<file path="src/rtl/assert_macros.svh">
// ---------------------------------------------------------------------------
// Assertion macros
// Shared concurrent assertion helpers; empty when SYNTHESIS is defined.
// ---------------------------------------------------------------------------
`ifndef ASSERT_MACROS_SVH
`define ASSERT_MACROS_SVH

`ifndef SYNTHESIS

// Condition that must hold at every clock edge outside reset.
`define ASSERT_ALWAYS(lbl, clk, rst, cond, msg) \
   lbl: assert property (@(posedge clk) disable iff (rst) (cond)) else $error(msg);

// Antecedent that implies a consequent in the same cycle.
`define ASSERT_IMPLY(lbl, clk, rst, ante, cons, msg) \
   lbl: assert property (@(posedge clk) disable iff (rst) (ante) |-> (cons)) else $error(msg);

`else

`define ASSERT_ALWAYS(lbl, clk, rst, cond, msg)
`define ASSERT_IMPLY(lbl, clk, rst, ante, cons, msg)

`endif

`endif

</file>
<file path="src/rtl/ptd_pkg.sv">
// ---------------------------------------------------------------------------
// Periodic task dispatcher package
// Command and status codes, field widths, result record and handle helper.
// ---------------------------------------------------------------------------
`default_nettype none

package ptd_pkg;

   localparam int TASKS_DEFAULT = 8;

   localparam int HANDLE_W   = 4;
   localparam int PERIOD_W   = 15;
   localparam int REQ_DATA_W = 24;
   localparam int RSP_DATA_W = 16;

   typedef enum logic [1:0] {
      CMD_CREATE = 2'd0,
      CMD_TICK   = 2'd1,
      CMD_POLL   = 2'd2,
      CMD_FORCE  = 2'd3
   } cmd_type;

   typedef enum logic [1:0] {
      ST_WAITING  = 2'd0,
      ST_READY    = 2'd1,
      ST_INIT     = 2'd2,
      ST_FINISHED = 2'd3
   } status_type;

   typedef struct packed {
      logic [HANDLE_W-1:0] new_handle;
      logic [HANDLE_W-1:0] visited_handle;
      logic                init_called;
      logic                run_valid;
      logic [HANDLE_W-1:0] run_handle;
   } result_type;

   // Handle of a slot is the slot number plus one, kept to four bits.
   function automatic logic [HANDLE_W-1:0] handle_of(input logic [6:0] slot);
      logic [6:0] sum;
      sum = slot + 7'd1;
      return sum[HANDLE_W-1:0];
   endfunction

endpackage

`default_nettype wire

</file>
<file path="src/rtl/periodic_task_dispatcher_top.sv">
// One request at a time: req_tready is high only in idle, and a new request is
// taken once the result of the last one has moved to the output register;
// create and tick walk the table one slot a cycle, tick through a single
// decrementer. Reset (synchronous, active high) frees every slot and zeroes
// the scan pointer.
// ---------------------------------------------------------------------------
// Periodic task dispatcher
// Cooperative round-robin scheduler over a table of task slots, driven by
// create, tick, poll and force requests, one result per request.
// ---------------------------------------------------------------------------
`default_nettype none

`include "assert_macros.svh"

module periodic_task_dispatcher_top
   import ptd_pkg::*;
#(
   parameter int TASKS = TASKS_DEFAULT
) (
   input  wire logic                  clock,
   input  wire logic                  reset,

   input  wire logic                  req_tvalid,
   output logic                       req_tready,
   // [0] with_init, [1] with_run, [16:2] task_period, [20:17] target_handle,
   // [21] init_ok, [23:22] zero
   input  wire logic [REQ_DATA_W-1:0] req_tdata,
   // [1:0] cmd
   input  wire logic [1:0]            req_tuser,

   output logic                       rsp_tvalid,
   input  wire logic                  rsp_tready,
   // [3:0] new_handle, [7:4] visited_handle, [8] init_called,
   // [12:9] run_handle, [15:13] zero
   output logic [RSP_DATA_W-1:0]      rsp_tdata,
   // [0] run_valid
   output logic [0:0]                 rsp_tuser
);

   // Slot index width and a counter width that can also hold TASKS itself.
   localparam int SLOT_W = (TASKS > 1) ? $clog2(TASKS) : 1;
   localparam int CNT_W  = $clog2(TASKS + 1);
   localparam logic [CNT_W-1:0]  LAST_CNT  = CNT_W'(TASKS);
   localparam logic [SLOT_W-1:0] LAST_SLOT = SLOT_W'(TASKS - 1);

   typedef enum logic [2:0] {
      S_IDLE,
      S_CREATE,
      S_TICK,
      S_POLL_RD,
      S_POLL_EX,
      S_FORCE,
      S_DONE
   } state_type;

   // Sequencer and captured request.
   state_type            state_ff, state_in;
   logic                 with_init_ff, with_init_in;
   logic                 with_run_ff, with_run_in;
   logic [PERIOD_W-1:0]  period_ff, period_in;
   logic [HANDLE_W-1:0]  target_ff, target_in;
   logic                 init_ok_ff, init_ok_in;
   logic [CNT_W-1:0]     cnt_ff, cnt_in;

   // Tick pipeline: the slot whose countdown read is returning this cycle.
   logic                 pend_ff, pend_in;
   logic [SLOT_W-1:0]    pend_slot_ff, pend_slot_in;

   // Per-slot flags and status live in flip-flops so that reset clears them.
   logic [TASKS-1:0]     used_ff, used_in;
   logic [TASKS-1:0]     has_init_ff, has_init_in;
   logic [TASKS-1:0]     has_run_ff, has_run_in;
   status_type           status_ff [TASKS];
   status_type           status_in [TASKS];
   logic [SLOT_W-1:0]    scan_ff, scan_in;

   // Result being built, and the output register.
   result_type           res_ff, res_in;
   result_type           rsp_ff, rsp_in;
   logic                 rsp_valid_ff, rsp_valid_in;

   // Period and countdown memories: one write and one registered read a cycle.
   logic [PERIOD_W-1:0]  cd_mem  [TASKS];
   logic [PERIOD_W-1:0]  per_mem [TASKS];
   logic [PERIOD_W-1:0]  cd_rd_ff;
   logic [PERIOD_W-1:0]  per_rd_ff;
   logic [SLOT_W-1:0]    rd_addr;
   logic                 cd_we;
   logic                 per_we;
   logic [SLOT_W-1:0]    wr_addr;
   logic [PERIOD_W-1:0]  cd_wdata;

   // Decoded helpers.
   logic [SLOT_W-1:0]    cnt_slot;
   logic [6:0]           tgt_wide;
   logic [6:0]           tgt_m1;
   logic [SLOT_W-1:0]    tgt_slot;
   logic                 tgt_ok;

   assign cnt_slot = cnt_ff[SLOT_W-1:0];
   assign tgt_wide = 7'(target_ff);
   assign tgt_m1   = tgt_wide - 7'd1;
   assign tgt_slot = tgt_m1[SLOT_W-1:0];
   assign tgt_ok   = (target_ff != '0) && (tgt_wide <= 7'(TASKS));

   assign req_tready = (state_ff == S_IDLE);
   assign rsp_tvalid = rsp_valid_ff;
   assign rsp_tdata  = {3'b000, rsp_ff.run_handle, rsp_ff.init_called,
                        rsp_ff.visited_handle, rsp_ff.new_handle};
   assign rsp_tuser  = rsp_ff.run_valid;

   always_comb begin
      status_type          st;
      logic [PERIOD_W-1:0] cd;

      state_in     = state_ff;
      with_init_in = with_init_ff;
      with_run_in  = with_run_ff;
      period_in    = period_ff;
      target_in    = target_ff;
      init_ok_in   = init_ok_ff;
      cnt_in       = cnt_ff;
      pend_in      = 1'b0;
      pend_slot_in = pend_slot_ff;
      used_in      = used_ff;
      has_init_in  = has_init_ff;
      has_run_in   = has_run_ff;
      status_in    = status_ff;
      scan_in      = scan_ff;
      res_in       = res_ff;
      rsp_in       = rsp_ff;
      rsp_valid_in = rsp_valid_ff;
      rd_addr      = scan_ff;
      cd_we        = 1'b0;
      per_we       = 1'b0;
      wr_addr      = scan_ff;
      cd_wdata     = cd_rd_ff;
      st           = status_ff[scan_ff];
      cd           = cd_rd_ff;

      // A waiting result leaves once the far side takes it.
      if (rsp_valid_ff && rsp_tready) begin
         rsp_valid_in = 1'b0;
      end

      case (state_ff)
         S_IDLE: begin
            if (req_tvalid) begin
               with_init_in = req_tdata[0];
               with_run_in  = req_tdata[1];
               period_in    = req_tdata[16:2];
               target_in    = req_tdata[20:17];
               init_ok_in   = req_tdata[21];
               cnt_in       = '0;
               res_in       = '0;
               case (cmd_type'(req_tuser))
                  CMD_CREATE: state_in = S_CREATE;
                  CMD_TICK:   state_in = S_TICK;
                  CMD_POLL:   state_in = S_POLL_RD;
                  CMD_FORCE:  state_in = S_FORCE;
                  default:    state_in = S_DONE;
               endcase
            end
         end

         S_CREATE: begin
            // Look at one slot a cycle; the first free one is taken.
            if (cnt_ff == LAST_CNT) begin
               state_in = S_DONE;
            end else if (!used_ff[cnt_slot]) begin
               used_in[cnt_slot]     = 1'b1;
               has_init_in[cnt_slot] = with_init_ff;
               has_run_in[cnt_slot]  = with_run_ff;
               status_in[cnt_slot]   = with_init_ff ? ST_INIT :
                                       (with_run_ff ? ST_READY : ST_WAITING);
               cd_we                 = 1'b1;
               per_we                = 1'b1;
               wr_addr               = cnt_slot;
               cd_wdata              = period_ff;
               res_in.new_handle     = handle_of(7'(cnt_slot));
               state_in              = S_DONE;
            end else begin
               cnt_in = cnt_ff + 1'b1;
            end
         end

         S_TICK: begin
            // Read slot cnt while the decrementer works on the previous slot.
            rd_addr      = cnt_slot;
            pend_slot_in = cnt_slot;
            if (cnt_ff != LAST_CNT) begin
               pend_in = 1'b1;
               cnt_in  = cnt_ff + 1'b1;
            end else begin
               state_in = S_DONE;
            end
            if (pend_ff && (status_ff[pend_slot_ff] == ST_READY) && (cd_rd_ff != '0)) begin
               cd_we    = 1'b1;
               wr_addr  = pend_slot_ff;
               cd_wdata = cd_rd_ff - 1'b1;
            end
         end

         S_POLL_RD: begin
            rd_addr  = scan_ff;
            state_in = S_POLL_EX;
         end

         S_POLL_EX: begin
            res_in.visited_handle = handle_of(7'(scan_ff));
            if (has_init_ff[scan_ff] && (st == ST_INIT)) begin
               res_in.init_called = 1'b1;
               st = init_ok_ff ? ST_READY : ST_WAITING;
            end
            if (has_run_ff[scan_ff]) begin
               // A finished task whose countdown has run out is rearmed first.
               if ((st == ST_FINISHED) && (cd == '0)) begin
                  cd       = per_rd_ff;
                  st       = ST_READY;
                  cd_we    = 1'b1;
                  wr_addr  = scan_ff;
                  cd_wdata = per_rd_ff;
               end
               if ((st == ST_READY) && (cd == '0)) begin
                  st                = ST_FINISHED;
                  res_in.run_valid  = 1'b1;
                  res_in.run_handle = handle_of(7'(scan_ff));
               end
            end
            status_in[scan_ff] = st;
            scan_in  = (scan_ff == LAST_SLOT) ? '0 : scan_ff + 1'b1;
            state_in = S_DONE;
         end

         S_FORCE: begin
            if (tgt_ok && used_ff[tgt_slot] && has_run_ff[tgt_slot]) begin
               status_in[tgt_slot] = ST_FINISHED;
               res_in.run_valid    = 1'b1;
               res_in.run_handle   = handle_of(7'(tgt_slot));
            end
            state_in = S_DONE;
         end

         S_DONE: begin
            // Hand the result over once the output register is free.
            if (!rsp_valid_ff || rsp_tready) begin
               rsp_in       = res_ff;
               rsp_valid_in = 1'b1;
               state_in     = S_IDLE;
            end
         end

         default: begin
            state_in = S_IDLE;
         end
      endcase
   end

   always_ff @(posedge clock) begin
      if (reset) begin
         state_ff     <= S_IDLE;
         cnt_ff       <= '0;
         pend_ff      <= 1'b0;
         used_ff      <= '0;
         has_init_ff  <= '0;
         has_run_ff   <= '0;
         for (int i = 0; i < TASKS; i++) begin
            status_ff[i] <= ST_WAITING;
         end
         scan_ff      <= '0;
         rsp_valid_ff <= 1'b0;
      end else begin
         state_ff     <= state_in;
         with_init_ff <= with_init_in;
         with_run_ff  <= with_run_in;
         period_ff    <= period_in;
         target_ff    <= target_in;
         init_ok_ff   <= init_ok_in;
         cnt_ff       <= cnt_in;
         pend_ff      <= pend_in;
         pend_slot_ff <= pend_slot_in;
         used_ff      <= used_in;
         has_init_ff  <= has_init_in;
         has_run_ff   <= has_run_in;
         status_ff    <= status_in;
         scan_ff      <= scan_in;
         res_ff       <= res_in;
         rsp_ff       <= rsp_in;
         rsp_valid_ff <= rsp_valid_in;
      end
   end

   always_ff @(posedge clock) begin
      if (cd_we) begin
         cd_mem[wr_addr] <= cd_wdata;
      end
      if (per_we) begin
         per_mem[wr_addr] <= period_ff;
      end
      cd_rd_ff  <= cd_mem[rd_addr];
      per_rd_ff <= per_mem[rd_addr];
   end

   `ASSERT_ALWAYS(a_scan_in_range, clock, reset, scan_ff <= LAST_SLOT, "scan pointer beyond table")
   `ASSERT_IMPLY(a_walk_bounded, clock, reset, (state_ff == S_CREATE) || (state_ff == S_TICK), cnt_ff <= LAST_CNT, "slot walk overran table")
   `ASSERT_IMPLY(a_rsp_from_done, clock, reset, $rose(rsp_valid_ff), $past(state_ff == S_DONE), "result raised outside completion")
   `ASSERT_IMPLY(a_create_alone, clock, reset, rsp_valid_ff && (rsp_ff.new_handle != '0), !rsp_ff.run_valid && !rsp_ff.init_called && (rsp_ff.visited_handle == '0), "create result mixed with poll fields")

endmodule

`default_nettype wire
</file>
<file path="config.mk">
export PLATFORM = sky130hd
export DESIGN_NAME = periodic_task_dispatcher_top
export DESIGN_NICKNAME = d
export VERILOG_FILES = /design/src/rtl/ptd_pkg.sv /design/src/rtl/periodic_task_dispatcher_top.sv
export VERILOG_INCLUDE_DIRS = /design/src /design/src/rtl
export SDC_FILE = /design/constraint.sdc
export NUM_CORES = 1
export LEC_CHECK = 0
export BUFFER_PORTS_ARGS = -buffer_cell sky130_fd_sc_hd__buf_2
export CORE_MARGIN = 1.5
export CORE_UTILIZATION = 62
export DETAILED_ROUTE_END_ITERATION = 7
export PLACE_DENSITY = 0.79
export REMOVE_ABC_BUFFERS = 1
export SKIP_CTS_REPAIR_TIMING = 1
export SLEW_MARGIN = 20
export SYNTH_ARGS = -nofsm -noshare
export SYNTH_HDL_FRONTEND = slang
export SYNTH_SLANG_ARGS = --single-unit
</file>
<file path="constraint.sdc">
create_clock -name clock -period 4.68 [get_ports clock]
set_clock_uncertainty 0.15 [all_clocks]
set_input_delay 0.702 -clock clock [delete_from_list [all_inputs] [get_ports clock]]
set_output_delay 0.702 -clock clock [all_outputs]
set_load 0.05 [all_outputs]
</file>
==> flow_summary.toml, run 1 <==
[layout]
area_growth_pct = 11.2
nNetsFinal = 1609
num_antenna_cells = 0
fin_cells = 1934
drive_gt1_share_pct = 12.6
design_area_sq_um = 18600

[critical_path]
path_buf_inv = 0
max_stage_delay_ns = 0.61
ff2ff_path_depth = 7
crit_cells = 7
endpoint_kind = "flip-flop"
critPathKind = "reg2reg"
path_max_fanout = 11
crit_chain = "or4_4 > nand4bb_1 > or3_1 > nor2_1 > o22ai_1 > o21ai_0 > nand4_1"
slowest_stage = "or4_4"
crit_family = "simple AND/OR/NAND/NOR gates"
arrival_ns = 3.85
timing.critical_path.required_ns = 4.65
startpoint_type = "flip-flop"

[logic_synthesis]
syn_avg_cell_area_sq_um = 10.8
synth_top_flop_cell = "edfxtp_1"
yosysTopAreaCellShare_pct = 52.7
yosys_register_bits = 375
synth_commonest_cells = "319 x nand2_1, 293 x edfxtp_1, 177 x nand3_1"
synth_edf_count = 293
ys_top_cells_by_area = "edfxtp_1 53%, dfxtp_1 9.8%, nand2_1 7.2%, nand3_1 5.3%, o21ai_0 2.2%"
synth.most_common_cell = "nand2_1"
yosysWarnings = 0
synth_area_sq_um = 16700
synthArstFlopShare_pct = 0
synth.largest_area_cell = "edfxtp_1"
postSynthCellCount = 1539
synth_cell_types = 82
synth_seq_area_share_pct = 62.5

[placement]
dp_cells = 1865
place_congestion = 0.963
hpwl_um = 26000
preCtsSetupSlack_ns = 0.924
place_area_sq_um = 17400
port_buffers = 43

[power]
powerDensity_nw_per_um2 = 565
p_leak_uw = 0.00681
ir_drop_uv = 411

[floorplanning]
row_count = 59
fp.dieH_um = 167
initial_utilization_pct = 63.7
core_area_sq_um = 26200
die_w_um = 167
ios = 49
die_area_sq_um = 27900

[cts]
htreeDepth = 2
numCtsBuffers = 38
clock-root-buffer = "clkbuf_16"
path_clk_slew_ns = 0.06
cts.sinks = 375
cts_buffer_depth = 3
clk_latency_ns = 0.53
cts_tree = "built"

[timing]
fmax_mhz = 257
slew_headroom_pct = 32.9
drv_slew = 0
worst_pin_slew_ns = 1.00
fin_crit_sh_pct = 83.0
fin_crit_ns = 3.88
grt_setup_unrepaired = "false"
finalHoldViolCount = 0
setup_viol = 0
fin_ws_ns = 0.795

[grt]
grt.overflow.total = 0
grt_max_degree = 121
track_usage_pct = 30.2
grt_antenna_before_repair = 0
grt_first_pass_wirelength_um = 64900
grt_pass1_vias = 11800

[route]
firstDrtPassIters = 5
vias = 12300
drc = 0
wl_per_cell_um = 21.6
ant_nets = 0
first_iter_violations = 1676
vias_per_cell = 6.36
wirelength_um = 41900

[job]
maxCapViolations = 0

[worst_hold_path]
hold_depth = 1
hold_class = "in2reg"

[status]
status = "finished clean"
-- registers in the layout, indices dropped and copies added, names as in the netlist, 3 cells and up --
signal,flops
scan_ff,3
res_ff,14
status_ff,16
cnt_ff,4
pend_slot_ff,3
cd_rd_ff,15
rsp_tdata,13
target_ff,4
per_mem,120
has_init_ff,8
period_ff,15
state_ff,3
cd_mem,120
has_run_ff,8
per_rd_ff,15
used_ff,8
-- worst register-to-register path, cell delays in order (launching register included) --
cell	delay, ns
dfxtp_1	0.43
or4_4	0.61
nand4bb_1	0.51
or3_1	0.52
nor2_1	0.43
o22ai_1	0.24
o21ai_0	0.22
nand4_1	0.37
-- power breakdown --
part | switching [uW] | total [uW] | internal (uW)
Combinational | 1990 | 2860 | 870
Sequential | 392 | 4710 | 4310
Clock | 1250 | 2930 | 1680
Total | 3630 | 10500 | 6860
-- layer usage --
layer | track usage (%) | vias to the layer above | routed length (um)
li1 | - | 5636 | -
met3 | 5.65 | 105 | 4050
met1 | 43.1 | 5915 | 17400
met4 | 11.1 | 0 | 1160
met5 | 0 | - | 0
met2 | 46.8 | 644 | 19200
-- final cells by class --
class                   instances  area [sq um]
clock inverters                23           219
multi-input cells            1022          5730
fillers                      1835          7640
repair buffers                 92           621
flip-flops and latches        375         10400
clock buffers                  46           981
inverters                      41           154
well taps                     335           419
-- kinds of logic (layout without fill, tap and decap cells) --
| family | Yosys count | after routing | synth area share, % |
|---|---|---|---|
| buffers and inverters | 144 | 202 | 3.62 |
| xor gates and xnor gates | 9 | 9 | 0.517 |
| muxes | 36 | 36 | 2.68 |
| other | 1 | 3 | 0.0225 |
| adders and majority gates | 9 | 9 | 0.675 |
| and+or+nand+nor | 730 | 730 | 20.8 |
| DFF | 375 | 375 | 62.5 |
| AOI/OAI and AO/OA | 235 | 235 | 9.17 |
-- per-stage QoR --
stage / power (uW) / hold slack (ns) / util, % / TNS [ns]
after floorplan: 6450 / 0.250 / - / -68.65
after global placement: 7450 / 0.251 / 66.3 / 0
after detailed placement: 7540 / 0.259 / 66.3 / 0
after CTS: 10500 / 0.183 / 70.8 / 0
after global routing: 10900 / 0.183 / 70.8 / 0
final: 10500 / 0.190 / 70.8 / 0
-- layout by cell type (no fill, tap or decap), types with 11 or more instances in the layout --
| cell | instances |
|---|---|
| buf_2 | 43 |
| nor2_1 | 66 |
| mux2i_1 | 21 |
| inv_1 | 40 |
| buf_4 | 46 |
| nor3_1 | 24 |
| edfxtp_1 | 293 |
| dfxtp_1 | 82 |
| clkbuf_16 | 38 |
| a21oi_1 | 48 |
| nor4_1 | 13 |
| o21ai_0 | 72 |
| nand2_1 | 319 |
| o31ai_1 | 12 |
| clkinv_2 | 11 |
| nand2b_1 | 36 |
| nand3_1 | 177 |
-- final timing paths --
check / startpoint / end / slack (ns)
max reg2reg: cd_rd_ff[4] / cd_mem[5][1] / 0.80
min reg2reg: res_ff[7] / rsp_tdata[5] / 0.27
max: cd_rd_ff[4] / cd_mem[5][1] / 0.80
min: req_tdata[4] / period_ff[2] / 0.19
(Power assumes the default switching activity.)
==> run 2: changes to the inputs <==
--- a/config.mk
+++ b/config.mk
@@ -8,9 +8,9 @@
 export LEC_CHECK = 0
 export BUFFER_PORTS_ARGS = -buffer_cell sky130_fd_sc_hd__buf_2
 export CORE_MARGIN = 1.5
-export CORE_UTILIZATION = 62
+export CORE_UTILIZATION = 56
 export DETAILED_ROUTE_END_ITERATION = 7
-export PLACE_DENSITY = 0.79
+export PLACE_DENSITY = 0.76
 export REMOVE_ABC_BUFFERS = 1
 export SKIP_CTS_REPAIR_TIMING = 1
 export SLEW_MARGIN = 20
==> constraint.sdc (replaced) <==
create_clock -name clock -period 3.3 [get_ports clock]
set_clock_uncertainty 0.15 [all_clocks]
set_input_delay 0.495 -clock clock [delete_from_list [all_inputs] [get_ports clock]]
set_output_delay 0.495 -clock clock [all_outputs]
set_load 0.05 [all_outputs]
==> run 2 against run 1 <==
Against the previous run: first-iteration DRC count decreased by 23%; global-route usage shrank 2.7 points; final cell count up 7.8%; via count grew 1.8%.
==> flow_summary.toml, run 2 (synthesis results as in run 1) <==
[status]
status = "finished clean"

[power]
switching_share_pct = 34.1
p_seq_share_pct = 42.3
switchingPower_uw = 5310
powerDensity_nw_per_um2 = 791
internal_power_uw = 10300
p_leak_uw = 0.00733
design_power_total_uw = 15600
pwr-share-comb_pct = 29.8
pwr-share-clk_pct = 27.9
ir_drop_uv = 559

[route]
ant_nets = 0
first_iter_violations = 1283
vias = 12500
vias_per_cell = 6.00
wl_per_cell_um = 20.4
drc = 0
firstDrtPassIters = 6
wirelength_um = 42600

[critical_path]
startpoint_type = "flip-flop"
setup.worst_path.start = "cd_rd_ff[7]"
rr_startpoint = "cd_rd_ff[7]"
ff2ff_path_depth = 9
critPathCapture = "cd_mem[6][0]"
critPathKind = "reg2reg"
arrival_ns = 3.24
r2r_slack_ns = 0.13
timing.critical_path.required_ns = 3.37
path_max_fanout = 12
rr_endpoint = "cd_mem[6][0]"
endpoint_kind = "flip-flop"

[grt]
track_usage_pct = 27.6
grt_antenna_before_repair = 1
grt_first_pass_wirelength_um = 65600
grt_max_degree = 85
grt_pass1_vias = 11900
grt.overflow.total = 0

[cts]
clock-root-buffer = "clkbuf_16"
numCtsBuffers = 39
cts_buffer_depth = 3
cts.sinks = 375
htreeDepth = 2
path_clk_slew_ns = 0.06
clk_latency_ns = 0.53
cts_tree = "built"

[timing]
worst_pin_slew_ns = 0.758
fmax_mhz = 315
drv_slew = 0
fin_crit_sh_pct = 96.1
finalHoldViolCount = 0
grt_setup_unrepaired = "false"
setup_tns_ns = 0
slew_headroom_pct = 49.4
fin_crit_ns = 3.17
setup_viol = 0

[placement]
port_buffers = 43
place_congestion = 0.980
hpwl_um = 27700
dp_cells = 1992

[floorplanning]
ios = 49
fp.dieH_um = 176
initial_utilization_pct = 56.6
row_count = 63
die_area_sq_um = 30900
die_w_um = 176
core_area_sq_um = 29500

[worst_hold_path]
hold_class = "in2reg"
hold_depth = 2

[layout]
area_growth_pct = 17.9
final_common_cell = "nand2_1"
nFillCells = 2196
largest_registers = "cd_mem: 120 flops, per_mem: 120 flops, status_ff: 16 flops"
fin_cells = 2085
drive_gt1_share_pct = 16.9
nNetsFinal = 1704
mostFrequentLayoutCells = "319 x nand2_1, 293 x edfxtp_1, 177 x nand3_1"
num_antenna_cells = 0

[job]
maxCapViolations = 0
## run 2: cell types whose count changed in the layout (fill, tap and decap cells not counted), moves of 3 or more
cell / before / now
clkbuf_8: 0 / 5
dfxtp_1: 82 / 77
dfxtp_2: 0 / 5
dlygate4sd3_1: 0 / 22
buf_4: 46 / 104
buf_12: 3 / 16
clkinv_4: 0 / 3
clkinv_2: 11 / 5
## run 2: worst min-delay path by stage
stage | to | slack [ns] | start
4_1_cts | init_ok_ff | -0.03 | req_tdata[21]
3_5_place_dp | rsp_tdata[1] | 0.25 | res_ff[11]
6_report | state_ff[0] | 0.17 | reset
3_3_place_gp | rsp_tdata[7] | 0.25 | res_ff[9]
2_1_floorplan | rsp_tdata[0] | 0.25 | res_ff[10]
5_1_grt | state_ff[0] | 0.17 | reset
## run 2: routing by layer
metal	global-route usage, %	routed length (um)
met5	0	10
met4	8.83	1110
met3	4.24	3780
met2	43.2	19700
met1	39.6	18000
## run 2: power by group through the flow
stage                     clock, uW  combinational, uW  sequential [uW]
after detailed placement          0               4500             6650
after global placement            0               4400             6640
after floorplan                   0               2540             6600
after CTS                      4380               4540             6560
after global routing           4580               5060             6620
final                          4340               4650             6590
## run 2: area by class of cell
cell class              instances  area (sq um)  share of cell area, %
multi-input cells            1022          5770                   29.3
well taps                     390           488                   2.48
clock buffers                  52          1070                   5.46
clock inverters                19           214                   1.09
flip-flops and latches        375         10400                   53.1
inverters                      41           154                  0.782
repair buffers                186          1550                   7.86
## run 2: worst max-delay path, stage by stage, from the launching register on
cell and delay (ns):
dfxtp_1 0.37, or4_4 0.53, nand4bb_1 0.22, buf_4 0.20
o211a_4 0.18, a21o_1 0.19, o221a_4 0.30, or2_2 0.32
nor2_1 0.18, buf_4 0.23
## run 2: stage by stage
step | setup slack [ns] | instance area (sq um) | util (%) | hold slack, ns
finish | 0.130 | 19700 | 66.8 | 0.166
global route | 0.00306 | 19700 | 66.8 | 0.169
CTS | -0.0170 | 19400 | 65.9 | -0.0258
detailed placement | 0.00705 | 18100 | 61.5 | 0.255
global placement | -0.00535 | 18100 | 61.5 | 0.252
floorplan | -3.67 | 16300 | - | 0.250
==> run 3: changes to the inputs <==
--- a/config.mk
+++ b/config.mk
@@ -11,6 +11,7 @@
 export CORE_UTILIZATION = 56
 export DETAILED_ROUTE_END_ITERATION = 7
 export PLACE_DENSITY = 0.76
+export RECOVER_POWER = 50
 export REMOVE_ABC_BUFFERS = 1
 export SKIP_CTS_REPAIR_TIMING = 1
 export SLEW_MARGIN = 20
==> constraint.sdc (replaced) <==
create_clock -name clock -period 3.3 [get_ports clock]
set_clock_uncertainty 0.15 [all_clocks]
set_input_delay 0.165 -clock clock [delete_from_list [all_inputs] [get_ports clock]]
set_output_delay 0.165 -clock clock [all_outputs]
set_load 0.05 [all_outputs]
==> run 3 against run 2 <==
Against the previous run: non-clock buffer count is 2 higher; clock power grew 2%; via count is 0.77% higher; count of clock-buffer cells in the layout increased by 6; critical path depth unchanged; fmax is 1.3% lower; largest cell class unchanged; largest power group unchanged; highest routed layer is now met4.
==> flow_summary.toml, run 3 (synthesis results as in run 1) <==
[critical_path]
rr_startpoint = "scan_ff[0]"
arrival_ns = 3.32
critPathKind = "reg2reg"
max_stage_delay_ns = 0.59
ff2ff_path_depth = 9
r2r_slack_ns = 0.09
timing.critical_path.required_ns = 3.40
crit_chain = "buf_4 > mux4_2 > mux2_1 > o31ai_1 > a31oi_1 > nor3_2 > nor3b_1 > a2111oi_2 > buf_4"
slowest_stage = "mux4_2"
startpoint_type = "flip-flop"
path_max_fanout = 9
rr_endpoint = "res_ff[2]"
worst_path_most_repeated_cell = "buf_4"
endpoint_kind = "flip-flop"

[grt]
track_usage_pct = 27.7
grt_antenna_before_repair = 0
grt_pass1_vias = 12000
grt_first_pass_wirelength_um = 65600
grt.overflow.total = 0
grt_max_degree = 70

[timing]
fin_ws_ns = 0.0865
fin_crit_ns = 3.21
grt_setup_unrepaired = "false"
finalHoldViolCount = 0
setup_tns_ns = 0
fmax_mhz = 311
fin_crit_sh_pct = 97.4
slew_headroom_pct = 42.7
worst_pin_slew_ns = 0.860
drv_slew = 0
hold_slack_ns = 0.0298
setup_viol = 0

[cts]
clk_latency_ns = 0.54
path_clk_slew_ns = 0.06
cts_buffer_depth = 3
htreeDepth = 2
numCtsBuffers = 40
clock-root-buffer = "clkbuf_16"
cts_tree = "built"
cts.sinks = 375

[placement]
place_area_sq_um = 18100
port_buffers = 43
hpwl_um = 28100
preCtsSetupSlack_ns = -0.00872
place_congestion = 0.924

[layout]
drive_gt1_share_pct = 14.7
num_antenna_cells = 0
mostFrequentLayoutCells = "318 x nand2_1, 293 x edfxtp_1, 176 x nand3_1"
nNetsFinal = 1707
area_growth_pct = 17.4
largest_registers = "cd_mem: 120 flops, per_mem: 120 flops, status_ff: 16 flops"
final_common_cell = "nand2_1"
design_area_sq_um = 19600

[power]
switching_share_pct = 34.2
p_leak_uw = 0.00722
pwr-share-clk_pct = 28.3
switchingPower_uw = 5320
ir_drop_uv = 715
powerDensity_nw_per_um2 = 793
internal_power_uw = 10200
p_seq_share_pct = 42.3
pwr-share-comb_pct = 29.4

[floorplanning]
fp.dieH_um = 176
row_count = 63
die_area_sq_um = 30900
ios = 49
initial_utilization_pct = 56.6
core_area_sq_um = 29500
die_w_um = 176

[worst_hold_path]
hold_start = "req_tuser[1]"
hold_depth = 5
holdPathEnd = "state_ff[0]"
hold_class = "in2reg"

[job]
maxCapViolations = 0

[route]
vias = 12600
drc = 0
firstDrtPassIters = 7
ant_nets = 0
wl_per_cell_um = 20.6
vias_per_cell = 6.04
wirelength_um = 43200
first_iter_violations = 1330

[status]
status = "finished clean"
## run 3: cell types whose count changed in the layout (fill, tap and decap cells not counted), moves of 4 or more
cell / before / now
clkbuf_1: 8 / 39
buf_4: 104 / 83
clkbuf_8: 5 / 9
buf_2: 43 / 27
clkbuf_2: 0 / 5
dlygate4sd3_1: 22 / 26
## run 3: how the worst max path moves through the flow
stage	end	cells past startpoint	from
floorplan	cd_rd_ff[0]	6	state_ff[1]
global placement	res_ff[4]	9	scan_ff[2]
detailed placement	res_ff[2]	9	scan_ff[2]
CTS	res_ff[2]	9	scan_ff[2]
global route	cd_mem[6][10]	11	cd_rd_ff[1]
finish	res_ff[2]	9	scan_ff[0]
## run 3: power groups by stage
stage	sequential, uW	clock [uW]	combinational (uW)
after global routing	6610	4640	4970
after CTS	6540	4450	4550
after detailed placement	6630	0	4510
after floorplan	6600	0	2540
final	6570	4410	4570
after global placement	6620	0	4450
## run 3: critical path, delay by kind of cell, from the launching register on
family                 cells  cell delay, ns
multiplexers               2            0.97
AO/OA/AOI/OAI              3            0.60
AND/OR/NAND/NOR            2            0.45
buffers and inverters      2            0.42
flip-flops                 1            0.31
## run 3: stage by stage
stage / std cells / power [uW] / util [%]
global placement: 1990 / 11100 / 61.5
CTS: 2064 / 15500 / 66.0
global route: 2090 / 16200 / 66.5
detailed placement: 1990 / 11100 / 61.5
floorplan: 1438 / 9140 / -
finish: 2090 / 15500 / 66.5
## run 3: cell type report
cell class	count	area, sq um
sequential	375	10400
fill	2241	9880
multi-input combinational	1022	5720
timing repair buffer	188	1470
clock buffer	58	1180
tap	390	488
inverter	41	154
clock inverter	16	149
## run 3: layer usage
metal  GRT usage [%]  routed length, um  share of wire (%)  vias up
met3            6.06               3630                8.4       97
met2            43.0              19900                 46      536
met5               0                  0                  0        -
met4            9.37               1130                2.6        0
met1            38.8              18500                 43     6150
li1                -                  -                  -     5832
